===== src/esc_pkg.sv =====
// ============================================================================
// esc_pkg: shared types and constants for the engine start controller
// Holds the phase codes, the command/status structs and register indexes.
// ============================================================================
package esc_pkg;

    localparam int unsigned CfgIdxW = 3;
    localparam int unsigned CfgDataW = 16;
    localparam int unsigned TimerW = 17;
    localparam int unsigned TotalW = 20;
    localparam int unsigned RpmW = 16;
    localparam int unsigned DivW = 36;   // spark_total * 60000 fits in 36 bits
    localparam int unsigned DenW = 21;   // sparks_per_rev * window fits in 21 bits
    localparam logic [TimerW-1:0] TimerMax = '1;
    localparam logic [TotalW-1:0] TotalMax = '1;
    localparam logic [15:0] RpmScale = 16'd60000;
    localparam bit RpmEnabled = 1'b1;

    // Register indexes
    localparam logic [CfgIdxW-1:0] RegStartThr = 3'd0;
    localparam logic [CfgIdxW-1:0] RegMaxCrank = 3'd1;
    localparam logic [CfgIdxW-1:0] RegCooldown = 3'd2;
    localparam logic [CfgIdxW-1:0] RegRunRpm = 3'd3;
    localparam logic [CfgIdxW-1:0] RegConfirm = 3'd4;
    localparam logic [CfgIdxW-1:0] RegWindow = 3'd5;
    localparam logic [CfgIdxW-1:0] RegSpr = 3'd6;
    localparam logic [CfgIdxW-1:0] RegKill = 3'd7;

    // Phase codes
    localparam logic [2:0] PhOff = 3'd0;
    localparam logic [2:0] PhCrank = 3'd1;
    localparam logic [2:0] PhRun = 3'd2;
    localparam logic [2:0] PhCool = 3'd3;
    localparam logic [2:0] PhStall = 3'd4;

    // Commands from controller to datapath
    typedef struct packed {
        logic load;       // capture input item
        logic measure;    // add sparks and count the window
        logic div_start;  // launch RPM division
        logic step;       // apply phase step / kill handling
    } esc_cmd_t;

    // Status from datapath to controller
    typedef struct packed {
        logic window_done;  // window closed, division needed
        logic div_busy;     // division in progress
    } esc_status_t;

endpackage


===== src/esc_divider.sv =====
// ============================================================================
// esc_divider: iterative restoring divider
// One quotient bit per cycle; result saturated to 16 bits.
// ============================================================================
module esc_divider
(
    input  logic                        clk,
    input  logic                        rst_n,
    input  logic                        start,
    input  logic [esc_pkg::DivW-1:0]    dividend,
    input  logic [esc_pkg::DenW-1:0]    divisor,
    output logic                        busy,
    output logic [esc_pkg::RpmW-1:0]    quotient
);

    localparam int unsigned CntW = $clog2(esc_pkg::DivW + 1);

    logic [esc_pkg::DivW-1:0] quo_reg, quo_next;
    logic [esc_pkg::DenW:0]   rem_reg, rem_next;
    logic [esc_pkg::DenW-1:0] den_reg;
    logic [CntW-1:0]          cnt_reg, cnt_next;
    logic                     busy_reg, busy_next;
    logic [esc_pkg::DenW:0]   trial;

    // Shift one dividend bit into the remainder and try a subtract
    always_comb
    begin
        quo_next = quo_reg;
        rem_next = rem_reg;
        cnt_next = cnt_reg;
        busy_next = busy_reg;
        trial = {rem_reg[esc_pkg::DenW-1:0], quo_reg[esc_pkg::DivW-1]};
        if (start)
        begin
            quo_next = dividend;
            rem_next = '0;
            cnt_next = CntW'(esc_pkg::DivW);
            busy_next = 1'b1;
        end
        else if (busy_reg)
        begin
            if (trial >= {1'b0, den_reg})
            begin
                rem_next = trial - {1'b0, den_reg};
                quo_next = {quo_reg[esc_pkg::DivW-2:0], 1'b1};
            end
            else
            begin
                rem_next = trial;
                quo_next = {quo_reg[esc_pkg::DivW-2:0], 1'b0};
            end
            cnt_next = cnt_reg - 1'b1;
            if (cnt_reg == CntW'(1))
                busy_next = 1'b0;
        end
    end

    always_ff @(posedge clk or negedge rst_n)
    begin
        if (!rst_n)
        begin
            busy_reg <= 1'b0;
            cnt_reg <= '0;
        end
        else
        begin
            busy_reg <= busy_next;
            cnt_reg <= cnt_next;
        end
    end

    always_ff @(posedge clk)
    begin
        quo_reg <= quo_next;
        rem_reg <= rem_next;
        if (start)
            den_reg <= divisor;
    end

    assign busy = busy_reg;
    assign quotient = (|quo_reg[esc_pkg::DivW-1:esc_pkg::RpmW]) ? '1
                                                               : quo_reg[esc_pkg::RpmW-1:0];

endmodule


===== src/esc_datapath.sv =====
// ============================================================================
// esc_datapath: registers, timers, RPM measurement and phase logic
// Executes commands from the controller; owns all engine state.
// ============================================================================
module esc_datapath
(
    input  logic                               clk,
    input  logic                               rst_n,
    input  logic                               cfg_we,
    input  logic [esc_pkg::CfgIdxW-1:0]        cfg_addr,
    input  logic [esc_pkg::CfgDataW-1:0]       cfg_data,
    input  logic [17:0]                        in_data,
    input  esc_pkg::esc_cmd_t                  cmd,
    output esc_pkg::esc_status_t               status,
    output logic [20:0]                        result
);

    // Configuration registers
    logic [11:0] thr_reg;
    logic [15:0] max_crank_reg, cool_reg, run_rpm_reg, confirm_reg, window_reg, kill_len_reg;
    logic [4:0]  spr_reg;

    // Captured item
    logic        kcmd_reg;
    logic [3:0]  edges_reg;

    // Engine state
    logic [2:0]                  phase_reg, phase_next;
    logic                        req_reg, req_next, relay_reg, relay_next;
    logic                        armed_reg, armed_next;
    logic [esc_pkg::TimerW-1:0]  crank_reg, crank_next, coolt_reg, coolt_next;
    logic [esc_pkg::TimerW-1:0]  conf_reg, conf_next;
    logic [15:0]                 kill_reg, kill_next;
    logic [15:0]                 win_reg, win_next;
    logic [esc_pkg::TotalW-1:0]  total_reg, total_next;
    logic [esc_pkg::RpmW-1:0]    rpm_reg;
    logic                        wdone_reg, wdone_next;
    logic                        div_pend_reg;

    logic [esc_pkg::TotalW:0]    sum;
    logic [15:0]                 win_eff;
    logic [4:0]                  spr_eff;
    logic [esc_pkg::TimerW-1:0]  crank_inc, conf_inc, cool_inc;
    logic [esc_pkg::DivW-1:0]    dividend;
    logic [esc_pkg::DenW-1:0]    divisor;
    logic                        div_busy;
    logic [esc_pkg::RpmW-1:0]    div_q;

    // Write configuration
    always_ff @(posedge clk or negedge rst_n)
    begin
        if (!rst_n)
        begin
            thr_reg <= 12'd1500;
            max_crank_reg <= 16'd3000;
            cool_reg <= 16'd5000;
            run_rpm_reg <= 16'd500;
            confirm_reg <= 16'd500;
            window_reg <= 16'd100;
            spr_reg <= 5'd1;
            kill_len_reg <= 16'd200;
        end
        else if (cfg_we)
        begin
            unique case (cfg_addr)
                esc_pkg::RegStartThr: thr_reg <= cfg_data[11:0];
                esc_pkg::RegMaxCrank: max_crank_reg <= cfg_data;
                esc_pkg::RegCooldown: cool_reg <= cfg_data;
                esc_pkg::RegRunRpm:   run_rpm_reg <= cfg_data;
                esc_pkg::RegConfirm:  confirm_reg <= cfg_data;
                esc_pkg::RegWindow:   window_reg <= cfg_data;
                esc_pkg::RegSpr:      spr_reg <= cfg_data[4:0];
                esc_pkg::RegKill:     kill_len_reg <= cfg_data;
                default: ;
            endcase
        end
    end

    // Capture the item
    always_ff @(posedge clk)
    begin
        if (cmd.load)
        begin
            kcmd_reg <= in_data[0];
            edges_reg <= in_data[17:14];
        end
    end

    assign win_eff = (window_reg == '0) ? 16'd1 : window_reg;
    assign spr_eff = (spr_reg == '0) ? 5'd1 : spr_reg;
    assign sum = {1'b0, total_reg} + {17'd0, edges_reg};

    // Measurement step: accumulate sparks, count window
    always_comb
    begin
        total_next = total_reg;
        win_next = win_reg;
        wdone_next = wdone_reg;
        if (cmd.measure)
        begin
            total_next = sum[esc_pkg::TotalW] ? esc_pkg::TotalMax
                                              : sum[esc_pkg::TotalW-1:0];
            win_next = (win_reg != 16'hFFFF) ? win_reg + 16'd1 : win_reg;
            wdone_next = (win_next >= win_eff);
        end
        else if (cmd.div_start)
            wdone_next = 1'b0;
    end

    assign dividend = esc_pkg::DivW'(total_reg) * esc_pkg::DivW'(esc_pkg::RpmScale);
    assign divisor = esc_pkg::DenW'(spr_eff) * esc_pkg::DenW'(win_reg);

    esc_divider u_div
    (
        .clk      (clk),
        .rst_n    (rst_n),
        .start    (cmd.div_start),
        .dividend (dividend),
        .divisor  (divisor),
        .busy     (div_busy),
        .quotient (div_q)
    );

    assign crank_inc = (crank_reg != esc_pkg::TimerMax) ? crank_reg + 1'b1 : crank_reg;
    assign conf_inc = (conf_reg != esc_pkg::TimerMax) ? conf_reg + 1'b1 : conf_reg;
    assign cool_inc = (coolt_reg != esc_pkg::TimerMax) ? coolt_reg + 1'b1 : coolt_reg;

    // Phase step, kill handling and start request
    always_comb
    begin
        phase_next = phase_reg;
        req_next = req_reg;
        relay_next = relay_reg;
        armed_next = armed_reg;
        crank_next = crank_reg;
        coolt_next = coolt_reg;
        conf_next = conf_reg;
        kill_next = kill_reg;
        if (cmd.step)
        begin
            if (kcmd_reg)
            begin
                crank_next = '0;
                if (phase_reg == esc_pkg::PhRun)
                    kill_next = kill_len_reg;
                relay_next = 1'b0;
                armed_next = 1'b0;
                conf_next = '0;
                phase_next = esc_pkg::PhOff;
            end
            else if (kill_reg != '0)
            begin
                kill_next = kill_reg - 16'd1;
            end
            else
            begin
                case (phase_reg)
                    esc_pkg::PhOff:
                    begin
                        if (req_reg)
                        begin
                            relay_next = 1'b1;
                            crank_next = '0;
                            phase_next = esc_pkg::PhCrank;
                        end
                    end
                    esc_pkg::PhCrank:
                    begin
                        crank_next = crank_inc;
                        if (esc_pkg::RpmEnabled)
                        begin
                            if (rpm_reg > run_rpm_reg)
                            begin
                                if (!armed_reg)
                                begin
                                    armed_next = 1'b1;
                                    conf_next = '0;
                                end
                                else
                                    conf_next = conf_inc;
                            end
                            else
                            begin
                                armed_next = 1'b0;
                                conf_next = '0;
                            end
                        end
                        if (esc_pkg::RpmEnabled && rpm_reg > run_rpm_reg && armed_reg
                            && conf_inc >= {1'b0, confirm_reg})
                            phase_next = esc_pkg::PhRun;
                        else if (crank_inc > {1'b0, max_crank_reg})
                        begin
                            phase_next = esc_pkg::RpmEnabled ? esc_pkg::PhCool
                                                             : esc_pkg::PhRun;
                            if (esc_pkg::RpmEnabled)
                                coolt_next = '0;
                        end
                        else if (!req_reg)
                            phase_next = esc_pkg::PhOff;
                        if (phase_next != esc_pkg::PhCrank)
                        begin
                            relay_next = 1'b0;
                            armed_next = 1'b0;
                            conf_next = '0;
                        end
                    end
                    esc_pkg::PhRun:
                    begin
                        if (esc_pkg::RpmEnabled && rpm_reg < run_rpm_reg)
                            phase_next = esc_pkg::PhStall;
                        if (!req_reg)
                        begin
                            kill_next = kill_len_reg;
                            phase_next = esc_pkg::PhOff;
                        end
                    end
                    esc_pkg::PhCool:
                    begin
                        coolt_next = cool_inc;
                        if (cool_inc > {1'b0, cool_reg})
                            phase_next = esc_pkg::PhOff;
                    end
                    esc_pkg::PhStall:
                    begin
                        if (!req_reg)
                            phase_next = esc_pkg::PhOff;
                    end
                    default: phase_next = esc_pkg::PhOff;
                endcase
            end
        end
        else if (cmd.load && !in_data[0] && in_data[1])
            req_next = (in_data[13:2] > thr_reg);
    end

    // Hold engine state
    always_ff @(posedge clk or negedge rst_n)
    begin
        if (!rst_n)
        begin
            phase_reg <= esc_pkg::PhOff;
            req_reg <= 1'b0;
            relay_reg <= 1'b0;
            armed_reg <= 1'b0;
            crank_reg <= '0;
            coolt_reg <= '0;
            conf_reg <= '0;
            kill_reg <= '0;
            win_reg <= '0;
            total_reg <= '0;
            rpm_reg <= '0;
            wdone_reg <= 1'b0;
            div_pend_reg <= 1'b0;
        end
        else
        begin
            phase_reg <= phase_next;
            req_reg <= req_next;
            relay_reg <= relay_next;
            armed_reg <= armed_next;
            crank_reg <= crank_next;
            coolt_reg <= coolt_next;
            conf_reg <= conf_next;
            kill_reg <= kill_next;
            wdone_reg <= wdone_next;
            if (cmd.div_start)
            begin
                total_reg <= '0;
                win_reg <= '0;
                div_pend_reg <= 1'b1;
            end
            else
            begin
                total_reg <= total_next;
                win_reg <= win_next;
            end
            if (div_pend_reg && !div_busy && !cmd.div_start)
            begin
                rpm_reg <= div_q;
                div_pend_reg <= 1'b0;
            end
        end
    end

    assign status.window_done = wdone_reg;
    assign status.div_busy = div_busy || div_pend_reg;
    assign result = {rpm_reg, (kill_reg != '0), relay_reg, phase_reg};

`ifndef SYNTHESIS
    a_relay_crank: assert property (@(posedge clk) disable iff (!rst_n)
        relay_reg |-> (phase_reg == esc_pkg::PhCrank))
        else $error("relay on outside cranking");
    a_armed_crank: assert property (@(posedge clk) disable iff (!rst_n)
        armed_reg |-> (phase_reg == esc_pkg::PhCrank))
        else $error("confirm armed outside cranking");
    a_div_clear: assert property (@(posedge clk) disable iff (!rst_n)
        cmd.div_start |=> (win_reg == '0 && total_reg == '0))
        else $error("window not cleared on division start");
`endif

endmodule


===== src/esc_controller.sv =====
// ============================================================================
// esc_controller: sequencing state machine
// Accepts an item, runs measurement (skipped for a kill), division when the window
// closes, and the phase step, then presents the result.
// ============================================================================
module esc_controller
(
    input  logic                  clk,
    input  logic                  rst_n,
    input  logic                  in_valid,
    input  logic                  in_kill,
    output logic                  in_ready,
    output logic                  out_valid,
    input  logic                  out_ready,
    output esc_pkg::esc_cmd_t     cmd,
    input  esc_pkg::esc_status_t  status
);

    typedef enum logic [2:0] {
        S_IDLE,
        S_MEASURE,
        S_CHECK,
        S_DIV,
        S_STEP,
        S_OUT
    } state_t;

    state_t state_reg, state_next;

    // Sequence one item
    always_comb
    begin
        state_next = state_reg;
        cmd = '0;
        unique case (state_reg)
            S_IDLE:
            begin
                if (in_valid)
                begin
                    cmd.load = 1'b1;
                    state_next = in_kill ? S_STEP : S_MEASURE;
                end
            end
            S_MEASURE:
            begin
                cmd.measure = esc_pkg::RpmEnabled;
                state_next = S_CHECK;
            end
            S_CHECK:
            begin
                if (status.window_done)
                begin
                    cmd.div_start = 1'b1;
                    state_next = S_DIV;
                end
                else
                    state_next = S_STEP;
            end
            S_DIV:
            begin
                if (!status.div_busy)
                    state_next = S_STEP;
            end
            S_STEP:
            begin
                cmd.step = 1'b1;
                state_next = S_OUT;
            end
            S_OUT:
            begin
                if (out_ready)
                    state_next = S_IDLE;
            end
            default: state_next = S_IDLE;
        endcase
    end

    always_ff @(posedge clk or negedge rst_n)
    begin
        if (!rst_n)
        begin
            state_reg <= S_IDLE;
        end
        else
        begin
            state_reg <= state_next;
        end
    end

    assign in_ready = (state_reg == S_IDLE);
    assign out_valid = (state_reg == S_OUT);

`ifndef SYNTHESIS
    a_one_cmd: assert property (@(posedge clk) disable iff (!rst_n)
        $onehot0({cmd.load, cmd.measure, cmd.div_start, cmd.step}))
        else $error("overlapping commands");
    a_kill_skips: assert property (@(posedge clk) disable iff (!rst_n)
        (state_reg == S_IDLE && in_valid && in_kill) |=> state_reg == S_STEP)
        else $error("kill item went through measurement");
    a_step_out: assert property (@(posedge clk) disable iff (!rst_n)
        cmd.step |=> out_valid)
        else $error("result not presented after step");
`endif

endmodule


===== src/engine_start_controller_core.sv =====
// ============================================================================
// engine_start_controller_core: engine start controller top level
// One millisecond tick or kill command in, one status item out.
// ============================================================================
// Sequence: a tick is measured and then stepped, with a bit-serial RPM division
// in between when the window closes; a kill goes straight to the phase step.
// Throughput: one item at a time; the next is taken after the result transfer.
// Reset: asynchronous, active low; phase off, timers and counters cleared,
// configuration registers return to their default values.
module engine_start_controller_core
(
    input  logic        clk,
    input  logic        rst_n,
    input  logic        s_tvalid,
    output logic        s_tready,
    input  logic [0:0]  s_tuser,   // cmd
    input  logic [23:0] s_tdata,   // pulse_valid, rc_pulse_us[12:1], spark_edges[16:13]
    output logic        m_tvalid,
    input  logic        m_tready,
    output logic [23:0] m_tdata,   // engine_phase, starter_relay, ignition_kill, engine_rpm
    input  logic        cfg_we,
    input  logic [2:0]  cfg_addr,
    input  logic [15:0] cfg_data
);

    esc_pkg::esc_cmd_t    cmd;
    esc_pkg::esc_status_t status;
    logic [20:0]          result;

    esc_controller u_ctrl
    (
        .clk       (clk),
        .rst_n     (rst_n),
        .in_valid  (s_tvalid),
        .in_kill   (s_tuser[0]),
        .in_ready  (s_tready),
        .out_valid (m_tvalid),
        .out_ready (m_tready),
        .cmd       (cmd),
        .status    (status)
    );

    esc_datapath u_dp
    (
        .clk      (clk),
        .rst_n    (rst_n),
        .cfg_we   (cfg_we),
        .cfg_addr (cfg_addr),
        .cfg_data (cfg_data),
        .in_data  ({s_tdata[16:0], s_tuser[0]}),
        .cmd      (cmd),
        .status   (status),
        .result   (result)
    );

    assign m_tdata = {3'd0, result};

endmodule


===== config.mk =====
export PLATFORM = sky130hd
export DESIGN_NAME = engine_start_controller_core
export DESIGN_NICKNAME = d
export VERILOG_FILES = /design/src/esc_pkg.sv /design/src/esc_divider.sv /design/src/esc_datapath.sv /design/src/esc_controller.sv /design/src/engine_start_controller_core.sv
export SDC_FILE = /design/constraint.sdc
export NUM_CORES = 1
export LEC_CHECK = 0
export BUFFER_PORTS_ARGS = -buffer_cell sky130_fd_sc_hd__buf_4
export CAP_MARGIN = 10
export CORE_AREA = 3 3 213 215
export CTS_CLUSTER_DIAMETER = 200
export DETAILED_ROUTE_END_ITERATION = 6
export DIE_AREA = 0 0 216 218
export PLACE_DENSITY = 0.82
export SYNTH_ARGS = -nofsm -noshare
export SYNTH_HDL_FRONTEND = slang
export SYNTH_SLANG_ARGS = --single-unit

===== constraint.sdc =====
create_clock -name clk -period 5.4 [get_ports clk]
set_clock_uncertainty 0.2 [all_clocks]
set_input_delay 0.54 -clock clk [delete_from_list [all_inputs] [get_ports clk]]
set_output_delay 0.54 -clock clk [all_outputs]
set_load 0.005 [all_outputs]

Word level (Yosys, flattened, before mapping)
Index checks and enable logic that the tools add are counted.
{"block": "word_totals", "ff_bits": 333, "in_bits": 49}
{"block": "classes", "addsub": 8, "mul": 2, "order_cmp": 8, "n_eq_ne": 34, "mux": 79, "bitwise": 3, "reduce_logical": 40}
{"cell": "two-way mux 17 bit", "n": 14}
{"cell": "two-way mux 16 bit", "n": 10}
{"cell": "two-way mux 36 bit", "n": 2}
{"cell": "one-hot mux 17 bit (2 select lines)", "n": 2}
{"cell": "two-way mux 20 bit", "n": 3}
{"cell": "two-way mux 3 bit", "n": 18}
{"cell": "adder 17 x 1 -> 17 bit, second input constant", "n": 3}
{"cell": "!= test 17 bit, second input constant", "n": 3}
{"cell": "> comparator 17 x 16 -> 1 bit", "n": 2}
{"cell": "multiplier 20 x 11 -> 31 bit, second input constant", "n": 1}
{"cell": "two-way mux 1 bit", "n": 23}
{"cell": ">= comparator 22 x 21 -> 1 bit", "n": 1}
{"cell": "adder 20 x 4 -> 21 bit", "n": 1}
{"cell": "== test 3 bit, second input constant", "n": 7}
{"cell": "multiplier 5 x 16 -> 21 bit", "n": 1}
{"cell": "two-way mux 21 bit", "n": 1}
{"cell": "subtractor 21 bit", "n": 1}
{"cell": "OR reduction 20 bit", "n": 1}
{"cell": "== test 3 x 2 -> 1 bit, second input constant", "n": 6}
{"cell": "one-hot mux 3 bit (6 select lines)", "n": 1}
{"cell": "AND reduction 2 bit", "n": 9}
{"cell": ">= comparator 17 x 16 -> 1 bit", "n": 1}
{"cell": "adder 16 x 1 -> 16 bit, second input constant", "n": 1}
{"cell": ">= comparator 16 bit", "n": 1}
{"cell": "31 further kinds", "n": 61}

Longest topological paths before layout
{"block": "logic_depth", "ltp_word": 14, "mapped_depth": 20}

Hierarchy
Synthesis repeated with hierarchy kept, for this count alone.
{"block": "unflattened", "hier_cells": 2668, "hier_area_um2": 25801.0}
{"module": "esc_datapath", "n_inst": 1, "cells_each": 2203, "area_each_um2": 20729.9, "seq_area_each_um2": 6203.4}
{"module": "esc_divider", "n_inst": 1, "cells_each": 428, "area_each_um2": 4775.8, "seq_area_each_um2": 2307.2}
{"module": "esc_controller", "n_inst": 1, "cells_each": 33, "area_each_um2": 269.0, "seq_area_each_um2": 75.1}
{"module": "engine_start_controller_core", "n_inst": 1, "cells_each": 4, "area_each_um2": 26.3, "seq_area_each_um2": 0.0}

Worst setup path after synthesis
Ideal clock, no wire load.
{"block": "synth_path", "kind": "register to register", "from": "register u_dp.total_reg[7] in the netlist's numbering", "to": "register u_dp.u_div.quo_reg[33] in the netlist's numbering (data pin)", "setup_ns": 0.259, "t_arrival_ns": 4.960, "required_ns": 4.941, "slack_ns": -0.018, "stages_incl_launch_ff": 20, "path_buffers": 0, "cell_sequence": "dfrtp_1 inv_1 fa_1 inv_1 fa_1 fa_1 inv_1 fa_1 fa_1 inv_1 ha_1 a21oi_1 nand2b_1 nor3_1 a311o_1 nand4_1 and2_1 a21oi_1 nor4b_1 a211o_1"}
{"block": "synth_via", "elab_chain_len": 2}
{"element": "start, declared", "line_no": "esc_datapath.sv:35", "rtl": "logic [esc_pkg::TotalW-1:0] total_reg, total_next;"}
{"element": "start signal, assigned", "line_no": "esc_datapath.sv:274", "rtl": "total_reg <= total_next;"}
{"element": "multiplier 20 x 11 -> 31 bit", "line_no": "esc_datapath.sv:110", "rtl": "assign dividend = esc_pkg::DivW'(total_reg) * esc_pkg::DivW'(esc_pkg::RpmScale);"}
{"element": "two-way mux 36 bit", "line_no": "esc_divider.sv:33", "rtl": "if (start)"}
{"element": "net u_dp.u_div.quo_next, one bit", "line_no": "esc_divider.sv:18", "rtl": "logic [esc_pkg::DivW-1:0] quo_reg, quo_next;"}
{"element": "end signal, assigned", "line_no": "esc_divider.sv:74", "rtl": "quo_reg <= quo_next;"}
{"element": "end, declared", "line_no": "esc_divider.sv:18"}
The timed path passes the listed nets, and every way through them passes these cells.
A chain may end at the register's enable or synchronous reset.

Worst setup path after layout
{"block": "layout_path", "from": "register u_dp.total_reg[2] in the netlist's numbering", "to": "register u_dp.u_div.quo_reg[33] in the netlist's numbering (data pin)"}
The elaborated chain is that of the path after synthesis.

==> summary.md <==
| Metric | Value |
|---|---|
| Vias in the first global route | `20600` |
| RSZ-0062 raised after global routing | `true` |
| Startpoint Class | `flip-flop` |
| Synth Warn # | `0` |
| Syn Area/Cell | `9.35 µm²` |
| Antenna viol nets, final | `0` |
| Worst path slowest cell | `fa_1` |
| Rows | `77` |
| Cell mode on critical path | `fa_1` |
| Detail Placement HPWL | `45.5 mm` |
| R2R cell count | `19` |
| DIE WIDTH | `216 µm` |
| Final core occ | `0.641` |
| Diode count | `0` |
| Maximum VDD drop | `1390 µV` |
| Layout area overhead | `11.7%` |
| Fin crit period | `5.41 ns` |
| Hold-critical path depth | `3` |
| Worst-margin pin slew | `1.14 ns` |
| Synth Instances | `2696` |
| Worst hold slack | `0.0675 ns` |
| Root buffer cell | `clkbuf_16` |
| Grt total ovfl | `0` |
| Routed vias/inst | `6.05` |
| Hold_sp | `cfg_data[15]` |
| DRC | `0` |
| CTS Buf Count | `39` |
| Post-route clock period utilization | `1.00` |
| Sink Count | `333` |
| Routed length per instance | `18.9 µm` |
| # nets final | `3185` |
| First-pass GRT wire length | `103 mm` |
| Fmax | `0.185 GHz` |
| Final Wtd Congestion | `0.916` |
| Power Dens Cells | `684 nW/µm²` |
| TritonCTS clock tree | `done` |
| I/O pin total | `75` |
| Worst hold path class | `primary input to flip-flop` |
| Clock transition at path regs | `0.06 ns` |
| Number of port buffers | `64` |
| Reg-to-reg endpoint | `u_dp.u_div.quo_reg[33]` |
| Ys async rst share | `0.751` |
| Static Leakage | `13.2 nW` |
| Max reg flops | `36` |
| Worst Hold Endpoint | `u_dp.max_crank_reg[15]` |
| Slew Limit Fails | `0` |
| Final setup fails | `1` |
| Commonest non-fill, non-tap cell in the layout | `inv_1` |
| Antenna violations before repair | `1` |
| Initial core utilization | `0.573` |
| Overall Power | `19.3 mW` |
| Initial DRC count | `1772` |
| Core region area | `43900 µm²` |
| Violated checks | `setup timing` |
| Die Footprint | `47100 µm²` |
| Final Hold Viols | `0` |
| Flops & latches, synth | `333` |
| H-Tree Depth | `2` |
| Worst Setup Path Type | `flip-flop to flip-flop` |
| Die height | `218 µm` |
| Setup crit end kind | `flip-flop` |
| Worst-skew pair later-pin latency | `0.58 ns` |
| Max-cap check violation count | `0` |
| Cell Area, Synth | `25200 µm²` |
| Synth top area cells | `dfrtp_1 21%, ha_1 12%, fa_1 9.9%` |
| Worst R2R Setup Slack | `-0.008 ns` |
| CP required | `5.62 ns` |
| Total number of vias | `20500` |
| Crit path max fanout | `4` |
| Post-synthesis cell type count | `98` |
| Crit-path max cell delay | `0.51 ns` |
| Synth Flop Type | `dfrtp_1` |
| Register area share after synthesis | `0.339` |
| Drt total wl | `64.1 mm` |
| Largest net degree at the start of global routing | `114` |
| EDFF count, synth | `57` |
| Crit path DAT | `5.63 ns` |
| Max-slew headroom | `0.233` |
| Yosys top cell area share | `0.211` |
| Yosys top cell by area | `dfrtp_1` |
| Share of cells above drive strength 1 | `0.139` |
| Clock Tree Buf Depth | `3` |
| First-pass DRT Iterations | `5` |
| GRT Total Usage | `0.267` |
| Most frequent cells in the layout | `303 x inv_1, 239 x nand2_1, 229 x ha_1, 208 x dfrtp_1, 186 x o21ai_0` |
| Status | `complete, but fails checks` |
| Final worst slack | `-0.00845 ns` |
| CP Cell Sequence | `buf_6 -> fa_1 -> fa_2 -> fa_1 -> inv_1 -> fa_1 -> fa_1 -> inv_1 -> ha_4 -> buf_6 -> a21oi_2 -> o211ai_1 -> o211ai_1 -> a311o_1 -> nand4_1 -> and2_4 -> a21oi_4 -> nor4b_2 -> a211o_1` |
| Crit Reg-Reg Startpoint | `u_dp.total_reg[2]` |
[routing by layer]
layer  vias up  GRT usage  share of wire
met5         -          0              0
met4         0      0.119          0.046
met3       182     0.0471          0.067
met2       802      0.450           0.48
met1     10100      0.339           0.40
li1       9475          -              -
[synthesized netlist by cell type, types with 7 or more instances]
cell type  number
a31oi_1        13
o31ai_1        20
and3_1         23
o211ai_1       16
fa_1          125
o21bai_1        8
a22o_1         13
o21ai_0       190
edfxtp_1       57
o22a_1         17
a21o_1         40
and4_1          8
nand3_1        75
xnor2_1        72
or3_1          12
nand4_1        41
dfxtp_1        26
a21oi_1       163
nor2_1        156
and2_1         58
a211oi_1       20
o21ai_1         8
nor2b_1        24
nor4_1         19
nand2_1       241
ha_1          238
xor2_1         38
o21a_1         21
nor3_1         46
dfstp_2        38
mux2i_1        15
or2_2           7
buf_2           9
dfrtp_1       212
inv_1         315
clkbuf_1       83
nor3b_1         8
mux2_2         62
nand2b_1       40
[worst max path at each step]
stage               depth (start not counted)         startpoint  slack (ns)                      to
floorplan                                  19  u_dp.total_reg[9]        0.01  u_dp.u_div.quo_reg[33]
global placement                           18  u_dp.total_reg[2]      -0.009  u_dp.u_div.quo_reg[34]
detailed placement                         19  u_dp.total_reg[3]       -0.17  u_dp.u_div.quo_reg[34]
CTS                                        20  u_dp.total_reg[1]      0.0007  u_dp.u_div.quo_reg[33]
global route                               19  u_dp.total_reg[2]       -0.18  u_dp.u_div.quo_reg[33]
finish                                     19  u_dp.total_reg[2]      -0.008  u_dp.u_div.quo_reg[33]
[what timing repair did]
action | in CTS | in global routing
pin swaps | 12 | 40
hold buffers | 6 | 0
cloned | 0 | 0
gates resized for setup | 14 | 40
hold endpoints to repair | 97 | 0
endpoints found under the setup margin | 8 | 14
buffers inserted | 2 | 8
[worst max-delay path: cells and delay by family, from the launching register on]
kind / cells / cell delay (ns)
flip-flops: 1 / 0.40
AO/OA/AOI/OAI: 6 / 1.03
adder cells (fa/ha/maj): 6 / 2.68
AND/OR/NAND/NOR: 3 / 0.57
buffers and inverters: 4 / 0.38
[power by group]
part           switching, mW  internal [mW]  leakage (nW)  total [mW]
Combinational           7.09           5.76          8.67        12.8
Clock                   1.11           1.65         0.651        2.76
Sequential             0.471           3.17          3.92        3.64
[cells by family after synthesis]
kind of cell / synth area share
buffers and inverters: 0.0645
xor gates and xnor gates: 0.0382
adders and majority gates: 0.218
and+or+nand+nor: 0.160
AOI/OAI and AO/OA: 0.146
muxes: 0.0346
other: 0.000149
DFF: 0.339
[cell type report]
type,instances,area [µm²]
fill,3374,15800
multi-input combinational,1945,15300
timing repair buffer,137,1070
clock buffer,56,1120
sequential,333,8540
tap,592,741
inverter,317,1190
clock inverter,15,204
[stage by stage]
stage	cells	instance area (µm²)	worst slack (ns)	setup TNS, ns
floorplan	2698	25200	0.0110	0
global placement	3308	26500	-0.00909	-0.00909
detailed placement	3308	26500	-0.170	-0.440
CTS	3387	27900	0.000743	0
global route	3395	28200	-0.183	-0.912
finish	3395	28200	-0.00845	-0.00845
(Power assumes the default switching activity.)
